<file path="src/rtl/core/psi_pkg.sv">
// Shared types and constants for the parity split sorted insert core.
// Used by psi_ctrl, psi_datapath and parity_split_sorted_insert_core.
`timescale 1ns / 1ps
`default_nettype none

package psi_pkg;

    localparam int STORE_DEPTH = 16;
    localparam int VALUE_WIDTH = 32;
    localparam int NUM_STORES  = 2;
    localparam int CNT_W       = $clog2(STORE_DEPTH + 1);
    localparam int IDX_W       = (STORE_DEPTH > 1) ? $clog2(STORE_DEPTH) : 1;

    typedef logic signed [VALUE_WIDTH-1:0] value_t;
    typedef logic [CNT_W-1:0]              cnt_t;
    typedef logic [IDX_W-1:0]              idx_t;

    typedef enum logic [0:0] {
        FUNC_INSERT = 1'b0,
        FUNC_DUMP   = 1'b1
    } func_t;

    typedef enum logic [1:0] {
        STAT_INSERTED   = 2'd0,
        STAT_DROPPED    = 2'd1,
        STAT_DUMP_ENTRY = 2'd2,
        STAT_DUMP_EMPTY = 2'd3
    } status_t;

    typedef enum logic [0:0] {
        ST_IDLE = 1'b0,
        ST_DUMP = 1'b1
    } state_t;

    typedef struct packed {
        func_t  func;
        value_t value;
    } in_beat_t;

    typedef struct packed {
        status_t status;
        logic    from_odd;
        value_t  entry_value;
        logic    end_of_store;
        logic    last;
    } out_beat_t;

    // Controller to datapath commands
    typedef struct packed {
        logic insert;
        logic load;
        logic dump;
        logic dump_odd;
        idx_t dump_idx;
    } cmd_t;

    // Datapath to controller status
    typedef struct packed {
        logic dump_end;
    } sts_t;

endpackage

`default_nettype wire

</file>
<file path="src/rtl/core/psi_datapath.sv">
// Datapath: the two sorted stores, their fill counts and the output register.
// Depends on psi_pkg; driven by commands from psi_ctrl.
`timescale 1ns / 1ps
`default_nettype none

module psi_datapath (
    input  wire                  clk,
    input  wire                  rst_n,
    input  psi_pkg::in_beat_t    in_data,
    input  psi_pkg::cmd_t        cmd,
    output psi_pkg::sts_t        sts,
    output psi_pkg::out_beat_t   out_data
);

    psi_pkg::value_t store_reg  [psi_pkg::NUM_STORES][psi_pkg::STORE_DEPTH];
    psi_pkg::value_t store_next [psi_pkg::NUM_STORES][psi_pkg::STORE_DEPTH];
    psi_pkg::cnt_t   cnt_reg    [psi_pkg::NUM_STORES];
    psi_pkg::cnt_t   cnt_next   [psi_pkg::NUM_STORES];
    logic            keep       [psi_pkg::NUM_STORES][psi_pkg::STORE_DEPTH];
    logic            full       [psi_pkg::NUM_STORES];
    psi_pkg::out_beat_t out_reg;
    psi_pkg::out_beat_t out_next;

    logic            ins_odd;
    psi_pkg::cnt_t   dump_cnt;
    logic            dump_empty;
    logic            dump_end;

    assign ins_odd = in_data.value[0];

    // Compare the new value against every entry in parallel and shift up behind it
    always_comb
    begin
        logic            prev_keep;
        psi_pkg::value_t prev_entry;
        prev_keep  = 1'b1;
        prev_entry = in_data.value;
        for (int s = 0; s < psi_pkg::NUM_STORES; s++)
        begin
            full[s]     = (cnt_reg[s] == psi_pkg::CNT_W'(psi_pkg::STORE_DEPTH));
            cnt_next[s] = cnt_reg[s];
            prev_keep   = 1'b1;
            prev_entry  = in_data.value;
            for (int i = 0; i < psi_pkg::STORE_DEPTH; i++)
            begin
                keep[s][i] = (psi_pkg::CNT_W'(i) < cnt_reg[s]) &&
                             (store_reg[s][i] < in_data.value);
                store_next[s][i] = store_reg[s][i];
                if (cmd.insert && (1'(s) == ins_odd) && !full[s])
                begin
                    if (keep[s][i])
                        store_next[s][i] = store_reg[s][i];
                    else if (prev_keep)
                        store_next[s][i] = in_data.value;
                    else
                        store_next[s][i] = prev_entry;
                end
                prev_keep  = keep[s][i];
                prev_entry = store_reg[s][i];
            end
            if (cmd.insert && (1'(s) == ins_odd) && !full[s])
                cnt_next[s] = cnt_reg[s] + psi_pkg::CNT_W'(1);
        end
    end

    // Dump position status
    assign dump_cnt   = cnt_reg[cmd.dump_odd];
    assign dump_empty = (dump_cnt == '0);
    assign dump_end   = dump_empty ||
                        ((psi_pkg::CNT_W'(cmd.dump_idx) + psi_pkg::CNT_W'(1)) == dump_cnt);
    assign sts.dump_end = dump_end;

    // Build the next result beat
    always_comb
    begin
        out_next = out_reg;
        if (cmd.load)
        begin
            if (cmd.dump)
            begin
                out_next.status       = dump_empty ? psi_pkg::STAT_DUMP_EMPTY
                                                   : psi_pkg::STAT_DUMP_ENTRY;
                out_next.from_odd     = cmd.dump_odd;
                out_next.entry_value  = dump_empty ? '0
                                                   : store_reg[cmd.dump_odd][cmd.dump_idx];
                out_next.end_of_store = dump_end;
                out_next.last         = dump_end && cmd.dump_odd;
            end
            else
            begin
                out_next.status       = full[ins_odd] ? psi_pkg::STAT_DROPPED
                                                      : psi_pkg::STAT_INSERTED;
                out_next.from_odd     = ins_odd;
                out_next.entry_value  = in_data.value;
                out_next.end_of_store = 1'b0;
                out_next.last         = 1'b1;
            end
        end
    end

    // Fill counts
    always_ff @(posedge clk or negedge rst_n)
    begin
        if (!rst_n)
        begin
            for (int s = 0; s < psi_pkg::NUM_STORES; s++)
                cnt_reg[s] <= '0;
        end
        else
        begin
            for (int s = 0; s < psi_pkg::NUM_STORES; s++)
                cnt_reg[s] <= cnt_next[s];
        end
    end

    // Store entries and result payload
    always_ff @(posedge clk)
    begin
        store_reg <= store_next;
        out_reg   <= out_next;
    end

    assign out_data = out_reg;

endmodule

`default_nettype wire

</file>
<file path="src/rtl/core/psi_ctrl.sv">
// Controller: input/output handshake, dump sequencing and output valid.
// Depends on psi_pkg; drives psi_datapath through cmd_t, reads sts_t.
`timescale 1ns / 1ps
`default_nettype none

module psi_ctrl (
    input  wire                clk,
    input  wire                rst_n,
    input  wire                in_valid,
    output logic               in_ready,
    input  psi_pkg::func_t     in_func,
    output logic               out_valid,
    input  wire                out_ready,
    input  psi_pkg::sts_t      sts,
    output psi_pkg::cmd_t      cmd
);

    psi_pkg::state_t state_reg;
    psi_pkg::state_t state_next;
    logic            dump_odd_reg;
    logic            dump_odd_next;
    psi_pkg::idx_t   dump_idx_reg;
    psi_pkg::idx_t   dump_idx_next;
    logic            out_valid_reg;
    logic            out_valid_next;
    logic            slot_free;

    assign slot_free = !out_valid_reg || out_ready;

    // Next state and commands
    always_comb
    begin
        state_next    = state_reg;
        dump_odd_next = dump_odd_reg;
        dump_idx_next = dump_idx_reg;
        in_ready      = 1'b0;
        cmd           = '0;
        cmd.dump_odd  = dump_odd_reg;
        cmd.dump_idx  = dump_idx_reg;
        unique case (state_reg)
            psi_pkg::ST_IDLE:
            begin
                in_ready = slot_free;
                if (in_valid && slot_free)
                begin
                    if (in_func == psi_pkg::FUNC_INSERT)
                    begin
                        cmd.insert = 1'b1;
                        cmd.load   = 1'b1;
                    end
                    else
                    begin
                        state_next    = psi_pkg::ST_DUMP;
                        dump_odd_next = 1'b0;
                        dump_idx_next = '0;
                    end
                end
            end
            psi_pkg::ST_DUMP:
            begin
                if (slot_free)
                begin
                    cmd.load = 1'b1;
                    cmd.dump = 1'b1;
                    if (sts.dump_end)
                    begin
                        dump_idx_next = '0;
                        if (dump_odd_reg)
                            state_next = psi_pkg::ST_IDLE;
                        else
                            dump_odd_next = 1'b1;
                    end
                    else
                    begin
                        dump_idx_next = dump_idx_reg + psi_pkg::IDX_W'(1);
                    end
                end
            end
            default:
            begin
                state_next = psi_pkg::ST_IDLE;
            end
        endcase
    end

    // Hold the beat until taken, set it on every load
    always_comb
    begin
        if (cmd.load)
            out_valid_next = 1'b1;
        else if (out_ready)
            out_valid_next = 1'b0;
        else
            out_valid_next = out_valid_reg;
    end

    always_ff @(posedge clk or negedge rst_n)
    begin
        if (!rst_n)
        begin
            state_reg     <= psi_pkg::ST_IDLE;
            dump_odd_reg  <= 1'b0;
            dump_idx_reg  <= '0;
            out_valid_reg <= 1'b0;
        end
        else
        begin
            state_reg     <= state_next;
            dump_odd_reg  <= dump_odd_next;
            dump_idx_reg  <= dump_idx_next;
            out_valid_reg <= out_valid_next;
        end
    end

    assign out_valid = out_valid_reg;

`ifndef SYNTHESIS
    // A new beat must never overwrite one still waiting
    a_load_slot_free: assert property (@(posedge clk) disable iff (!rst_n)
        cmd.load |-> (!out_valid_reg || out_ready))
        else $error("result beat loaded over a pending beat");

    // No input is taken while a dump is being listed
    a_no_accept_in_dump: assert property (@(posedge clk) disable iff (!rst_n)
        (state_reg == psi_pkg::ST_DUMP) |-> !in_ready)
        else $error("input accepted during dump");

    // The final odd store beat ends the dump
    a_dump_exit: assert property (@(posedge clk) disable iff (!rst_n)
        (cmd.load && cmd.dump && cmd.dump_odd && sts.dump_end)
            |=> (state_reg == psi_pkg::ST_IDLE))
        else $error("dump did not end after last beat");

    // The even store is always listed before the odd store
    a_even_first: assert property (@(posedge clk) disable iff (!rst_n)
        $rose(state_reg == psi_pkg::ST_DUMP) |-> !dump_odd_reg)
        else $error("dump started on the odd store");
`endif

endmodule

`default_nettype wire

</file>
<file path="src/rtl/core/parity_split_sorted_insert_core.sv">
// Channel  Handshake            Payload
// in       in_valid/in_ready    in_data  (func, value)
// out      out_valid/out_ready  out_data (status, from_odd, entry_value, end_of_store, last)
//
// An insert compares all store entries in parallel and shifts the tail up in the
// same cycle; its status beat is registered at the accepting edge and offered
// from the next cycle on.
// A dump lists max(1, even count) + max(1, odd count) beats from the output register,
// one per cycle while the output is not stalled, once the controller is in ST_DUMP;
// it takes no input until its last beat is loaded.
// A stalled output holds the result register and blocks the next input.
// Reset clears both fill counts and the control state; store entries are not reset.
//
// Top level: joins psi_ctrl and psi_datapath. Depends on psi_pkg.
`timescale 1ns / 1ps
`default_nettype none

module parity_split_sorted_insert_core (
    input  wire                  clk,
    input  wire                  rst_n,
    input  wire                  in_valid,
    output logic                 in_ready,
    input  psi_pkg::in_beat_t    in_data,
    output logic                 out_valid,
    input  wire                  out_ready,
    output psi_pkg::out_beat_t   out_data
);

    psi_pkg::cmd_t cmd;
    psi_pkg::sts_t sts;

    // Sequencing and handshake
    psi_ctrl u_ctrl (
        .clk       (clk),
        .rst_n     (rst_n),
        .in_valid  (in_valid),
        .in_ready  (in_ready),
        .in_func   (in_data.func),
        .out_valid (out_valid),
        .out_ready (out_ready),
        .sts       (sts),
        .cmd       (cmd)
    );

    // Stores and result register
    psi_datapath u_datapath (
        .clk      (clk),
        .rst_n    (rst_n),
        .in_data  (in_data),
        .cmd      (cmd),
        .sts      (sts),
        .out_data (out_data)
    );

endmodule

`default_nettype wire

</file>
<file path="config.mk">
export PLATFORM = sky130hd
export DESIGN_NAME = parity_split_sorted_insert_core
export DESIGN_NICKNAME = d
export VERILOG_FILES = /design/src/rtl/core/psi_pkg.sv /design/src/rtl/core/psi_datapath.sv /design/src/rtl/core/psi_ctrl.sv /design/src/rtl/core/parity_split_sorted_insert_core.sv
export SDC_FILE = /design/constraint.sdc
export NUM_CORES = 2
export LEC_CHECK = 0
export BUFFER_PORTS_ARGS = -buffer_cell sky130_fd_sc_hd__buf_2
export CORE_AREA = 8 8 404 406
export CTS_CLUSTER_SIZE = 14
export DETAILED_ROUTE_END_ITERATION = 8
export DIE_AREA = 0 0 412 414
export PLACE_DENSITY = 0.68
export SETUP_SLACK_MARGIN = 0.15
export SLEW_MARGIN = 15
export SYNTH_ARGS = -nofsm -noshare
export SYNTH_HDL_FRONTEND = slang
export SYNTH_SLANG_ARGS = --single-unit
</file>
<file path="constraint.sdc">
create_clock -name clk -period 5.9 [get_ports clk]
set_input_delay 0.295 -clock clk [delete_from_list [all_inputs] [get_ports clk]]
set_output_delay 0.295 -clock clk [all_outputs]
set_load 0.05 [all_outputs]
</file>
Word level (Yosys, flattened, before mapping) --
Cells that the tools add are included.
Cells by class: mux-type cells 71, add/subtract/negate cells 4, equal/unequal tests 7, reduce and logical (&&, ||, !) cells 79, order comparisons 67, bitwise operators 37
Operators by type and width (count):
- $mux W512 | 3
- $mux W32 | 33
- $lt A32 B32 Y1 | 32
- $bmux W32 S4 | 1
- $lt A4 B5 Y1 const A | 16
- $reduce_and A2 Y1 | 32
- $lt A3 B5 Y1 const A | 8
- $logic_and A1 B1 Y1 | 38
- $mux W37 | 1
- $not A1 Y1 | 34
- $lt A1 B5 Y1 const A | 4
- $lt A2 B5 Y1 const A | 4
- $mux W1 | 19
- $mux W4 | 4
- $mux W5 | 3
- $add A5 B1 Y5 const B | 2
- $eq A5 B5 Y1 const B | 2
- $pmux W4 S2 | 1
- $mux W2 | 3
- $pmux W1 S2 | 3
- $add A4 B1 Y5 const B | 1
- $eq A5 B5 Y1 | 1
- $ge A5 B5 Y1 const B | 1
- $logic_not A5 Y1 | 1
- 11 further kinds | 18
Word-level totals: word-level logic and storage cells 308, output and inout port bits 39, bits in registers 1078

Depth between registers and ports, before layout --
depth in word-level cells 9, depth in mapped cells 12, mapped depth without buffers 10

Hierarchy --
From an unflattened synthesis, not the netlist that was laid out.
Unflattened totals: cell total of the unflattened synthesis 6267, area total of the unflattened synthesis 79417.4 sq um
Modules (own cells, without submodules):
- psi_datapath | area each 78995.8 sq um, cells an instance 6227, sequential area each 32110.8 sq um, instances 1
- psi_ctrl | area each 421.7 sq um, cells an instance 40, sequential area each 175.2 sq um, instances 1

Worst setup path before layout --
OpenSTA, ideal clock, no wires.
kind in2reg, from input in_data[1] in the netlist's numbering, to register u_datapath.store_reg[0] in the netlist's numbering (enable), arrival 4377 ps, library setup time 474 ps, stages 9, setup slack 1049 ps, buffers on the path 0, required time 5426 ps, cells stage by stage inv_1 > ha_1 > a21o_1 > a211oi_1 > o31ai_1 > nand2_1 > a21oi_1 > o221ai_1 > a221oi_1
On the way: cells in the longest elaborated chain, start to end 4
Ends and longest elaborated chain:
- start: declaration | RTL line parity_split_sorted_insert_core.sv:23 | input psi_pkg::in_beat_t in_data,
- $lt A32 B32 Y1 | RTL line psi_datapath.sv:47 | (store_reg[s][i] < in_data.value);
- $logic_and A1 B1 Y1 | RTL line psi_datapath.sv:46 | keep[s][i] = (psi_pkg::CNT_W'(i) < cnt_reg[s]) &&
- $not A1 Y1 (no line)
- $reduce_and A2 Y1 (no line)
- end signal: assignment | RTL line psi_datapath.sv:119 | store_reg <= store_next;
- end: declaration | RTL line psi_datapath.sv:15 | psi_pkg::value_t store_reg [psi_pkg::NUM_STORES][psi_pkg::STORE_DEPTH];
No other way between the ends. A chain may end at the register's enable or synchronous reset.

Final worst setup path --
from input in_data[21] in the netlist's numbering, to register u_datapath.store_reg[742] in the netlist's numbering (data pin)
On the way: cells in the longest elaborated chain, start to end 3
Ends and longest elaborated chain:
- $lt A32 B32 Y1 | RTL line psi_datapath.sv:47
- $logic_and A1 B1 Y1 | RTL line psi_datapath.sv:46
- $mux W32 | RTL line psi_datapath.sv:53 | else if (prev_keep)
No other way between the ends.

==> results by group <==
Run status
  • Status: finished, final reports clean

Synth
  • Top cell type's share of synthesized area: 42.7%
  • Post-synthesis simple-gate area fraction: just under 5%
  • XOR/XNOR Fraction of Synth Area: 0.153%
  • Predominant post-synthesis flop cell: edfxtp_1
  • Post-synth top area cell: edfxtp_1
  • Cells after Synth: 5466
  • Main combinational cell family by area after synthesis: multiplexers
  • Synth Warn #: 0
  • Syn Nets: 6500
  • Synthesized-area fraction occupied by adder cells: roughly 17%
  • Top cells by area, synth: edfxtp_1 43%, ha_1 17%, mux2_2 14%, mux4_2 9.7%, a21oi_1 2.4%
  • Synth Cell Area: 74600 sq um
  • Part of the Yosys area used for sequential elements: 43.3%
  • Multiplexer area fraction after synthesis: 24.9%
  • Post-synth cell types: a little over 70
  • Yosys reg bits: 1078
  • Syn avg cell area: approximately 14 sq um
  • Post-synth EDFFs: 1061
  • Synth Area in Compound Gates: approximately 8%
  • FFs w/ async S/R, synth: 1.58%

Global routing
  • Grt ovf: 0
  • Gr usage total: 25.0%
  • Vias in the first global route: 49.9k
  • Initial antenna violation count: 6
  • Largest net degree at the start of global routing: 82
  • First-pass GRT wire length: 329000 um

Die
  • Top Ports: 76
  • Initial Util: between 40% and 50%
  • Core Area: between 150000 and 200000 sq um
  • Die footprint: 171000 sq um
  • Die Y: 414 um
  • Die Wd: 412 um
  • Core Rows: around 150

STA
  • Max frequency: 0.226 GHz
  • RSZ-0062 raised after global routing: false
  • Tcrit/Tclk final: 75.1%
  • Slew HR: 13.8%
  • Setup Skew: 0.0339 ns
  • Final Setup Violations: 0
  • Slew Viols, Final: 0
  • Final worst slack: 1.47 ns
  • Fin. Hold Viols: 0
  • Final worst path period need: 4.43 ns
  • Setup TNS: 0 ns
  • Worst-Margin Slew: 1.26 ns

Clock network
  • Post-CTS Resized: 0
  • Clock tree buffer depth: 3
  • Clock Latency Late Sink: between 0.7 and 0.8 ns
  • Number of setup buffers added after CTS: 0
  • H-tree levels: 3
  • # clock sinks: 1078
  • CTS tree: built
  • CTS Buf Count: 119
  • Hold Buf Count CTS: 4
  • Clock root buffer master: clkbuf_16
  • Clk slew on worst S/H paths: around 0.070 ns

Detailed routing
  • DRC Markers: 0
  • Routed Wire Length: between 200000 and 250000 um
  • Via-to-Cell Ratio: around 6.5
  • Drt first pass iters: 5
  • Vias post-DR: 50.1k
  • First DRT Iteration DRCs: 5045
  • Post-route ant nets: 0
  • WL per Instance: approximately 28 um

Run
  • MaxCap Viol Count: 0

Worst setup path
  • Req. time, crit path: 6.41 ns
  • CP startpoint kind: input pin
  • Flop2flop setup slack: 1.64 ns
  • Crit-path max FO: 33
  • Crit. End Element: flip-flop
  • Critical Setup Path Class: input pin to flip-flop
  • Critical path arrival: 4.94 ns
  • Reg2Reg Depth: 10

Finish
  • Final nets: between 6k and 7k
  • Area of the multi-input gates: 41200 sq um
  • Layout cell share with drive strength beyond 1: 30.4%
  • Register area: around 32000 sq um
  • Max reg flops: about 1.0k
  • Synth-to-layout area growth: 10.0%
  • # fillers: between 10k and 15k

Power
  • LEAKAGE: 30.7 nW
  • PD cells: about 330 nW/um^2
  • Total Power: between 20 and 30 mW
  • Peak supply drop: 343 uV

Placement
  • Placement Setup Slack: 0.818 ns
  • Port bufs: 75
  • Hpwl dp: 166000 um
  • Placer Congestion: 0.930

Worst hold path
  • Tightest Hold Check Type: input pin to async pin
layer usage:
metal | vias up | global-route usage (%) | part of all wire [%]
met4 | 6 | 7.79 | 3.5
met1 | 25492 | 35.9 | 44
met2 | 1963 | 39.0 | 45
met3 | 349 | 4.15 | 7.3
met5 | - | 0 | 0.015
li1 | 22242 | - | -
worst max-delay path, cell delays in order:
cell and delay [ns]:
buf_2 0.46, inv_1 0.44, ha_1 0.42, a21o_1 0.19, nand3_1 0.07, a21oi_1 0.07
a2111oi_0 0.89, nor2_1 0.15, nor3_1 0.45, mux2i_4 0.65, buf_4 0.41, mux2_2 0.38
kinds of logic (layout without fill, tap and decap cells):
kind of cell / after synthesis / in the layout
flip-flops: 1078 / 1078
XOR/XNOR: 13 / 13
other: 0 / 1
multiplexers: 1333 / 1333
buffers and inverters: 350 / 512
adder cells (fa/ha/maj): 997 / 997
AND/OR/NAND/NOR: 730 / 730
AO/OA/AOI/OAI: 965 / 965
through the flow:
stage | utilization, % | std cells | hold WS (ns) | cell area [sq um]
after detailed placement | 49.7 | 7478 | 0.298 | 78000
final | 52.3 | 7701 | 0.0708 | 82100
after floorplan | - | 5466 | -0.000591 | 74600
after CTS | 52.2 | 7699 | 0.0293 | 82100
after global placement | 49.7 | 7478 | 0.294 | 78000
after global routing | 52.2 | 7700 | 0.0783 | 82100
layout by cell type (no fill, tap or decap), types with 20 or more instances in the layout:
cell type / instances
ha_1: 997
nor2b_1: 37
mux4_2: 320
nor3_1: 38
a21o_1: 159
mux2_1: 54
nand2_1: 232
nand2b_1: 43
nand3_1: 26
buf_2: 75
a21oi_1: 356
nor2_1: 112
a211oi_1: 47
a31oi_1: 28
clkbuf_16: 122
a2111oi_0: 22
inv_1: 57
o21ai_0: 181
clkinv_1: 24
buf_4: 142
mux2i_1: 37
edfxtp_1: 1061
nand4_1: 122
mux2_2: 909
o22ai_1: 32
clkbuf_1: 20
synthesized netlist by cell type, drive strengths merged (3+ instances only):
cell type and count:
edfxtp 1061, ha 997, mux2 963, a21oi 363, mux4 320, nand2 233, o21ai 199, clkbuf 164
a21o 159, buf 128, nor2 126, nand4 122, inv 58, mux2i 50, a211oi 47, nand2b 43
nor3 38, nor2b 37, o22ai 32, a31oi 28, nand3 26, a2111oi 22, nor4 22, and2 20
a211o 18, a41oi 18, dfrtp 17, or2 16, o21a 15, or3 15, and4 13, a221oi 12
xnor2 11, o31ai 10, o21bai 7, nor3b 6, o211ai 5, or4 5, a41o 4, o2111ai 4
o41ai 4, a311oi 3, o31a 3
power by group:
group / internal, mW / switching [mW] / total [mW]
registers: 9.14 / 0.547 / 9.69
clock network: 4.47 / 3.31 / 7.78
logic: 4.49 / 5.51 / 10.0
total: 18.1 / 9.37 / 27.5
worst paths after layout:
kind,endpoint,from
max,u_datapath.store_reg[742],in_data[21]
min,u_ctrl.state_reg,rst_n
max reg2reg,u_datapath.store_reg[742],u_datapath.store_reg[789]
min reg2reg,u_ctrl.state_reg,u_ctrl.state_reg
max in group asynchronous,u_ctrl.dump_idx_reg[0],rst_n
min in group clk,u_datapath.store_reg[1001],in_data[9]
cell type report:
type	instances	share of cell area, %
clock inverter	71	0.963
sequential	1078	39.4
timing repair buffer	237	2.20
antenna	1	0.00305
inverter	58	0.265
clock buffer	146	3.88
multi-input combinational	4038	50.2
tap	2072	3.16
(Power assumes the default switching activity.)
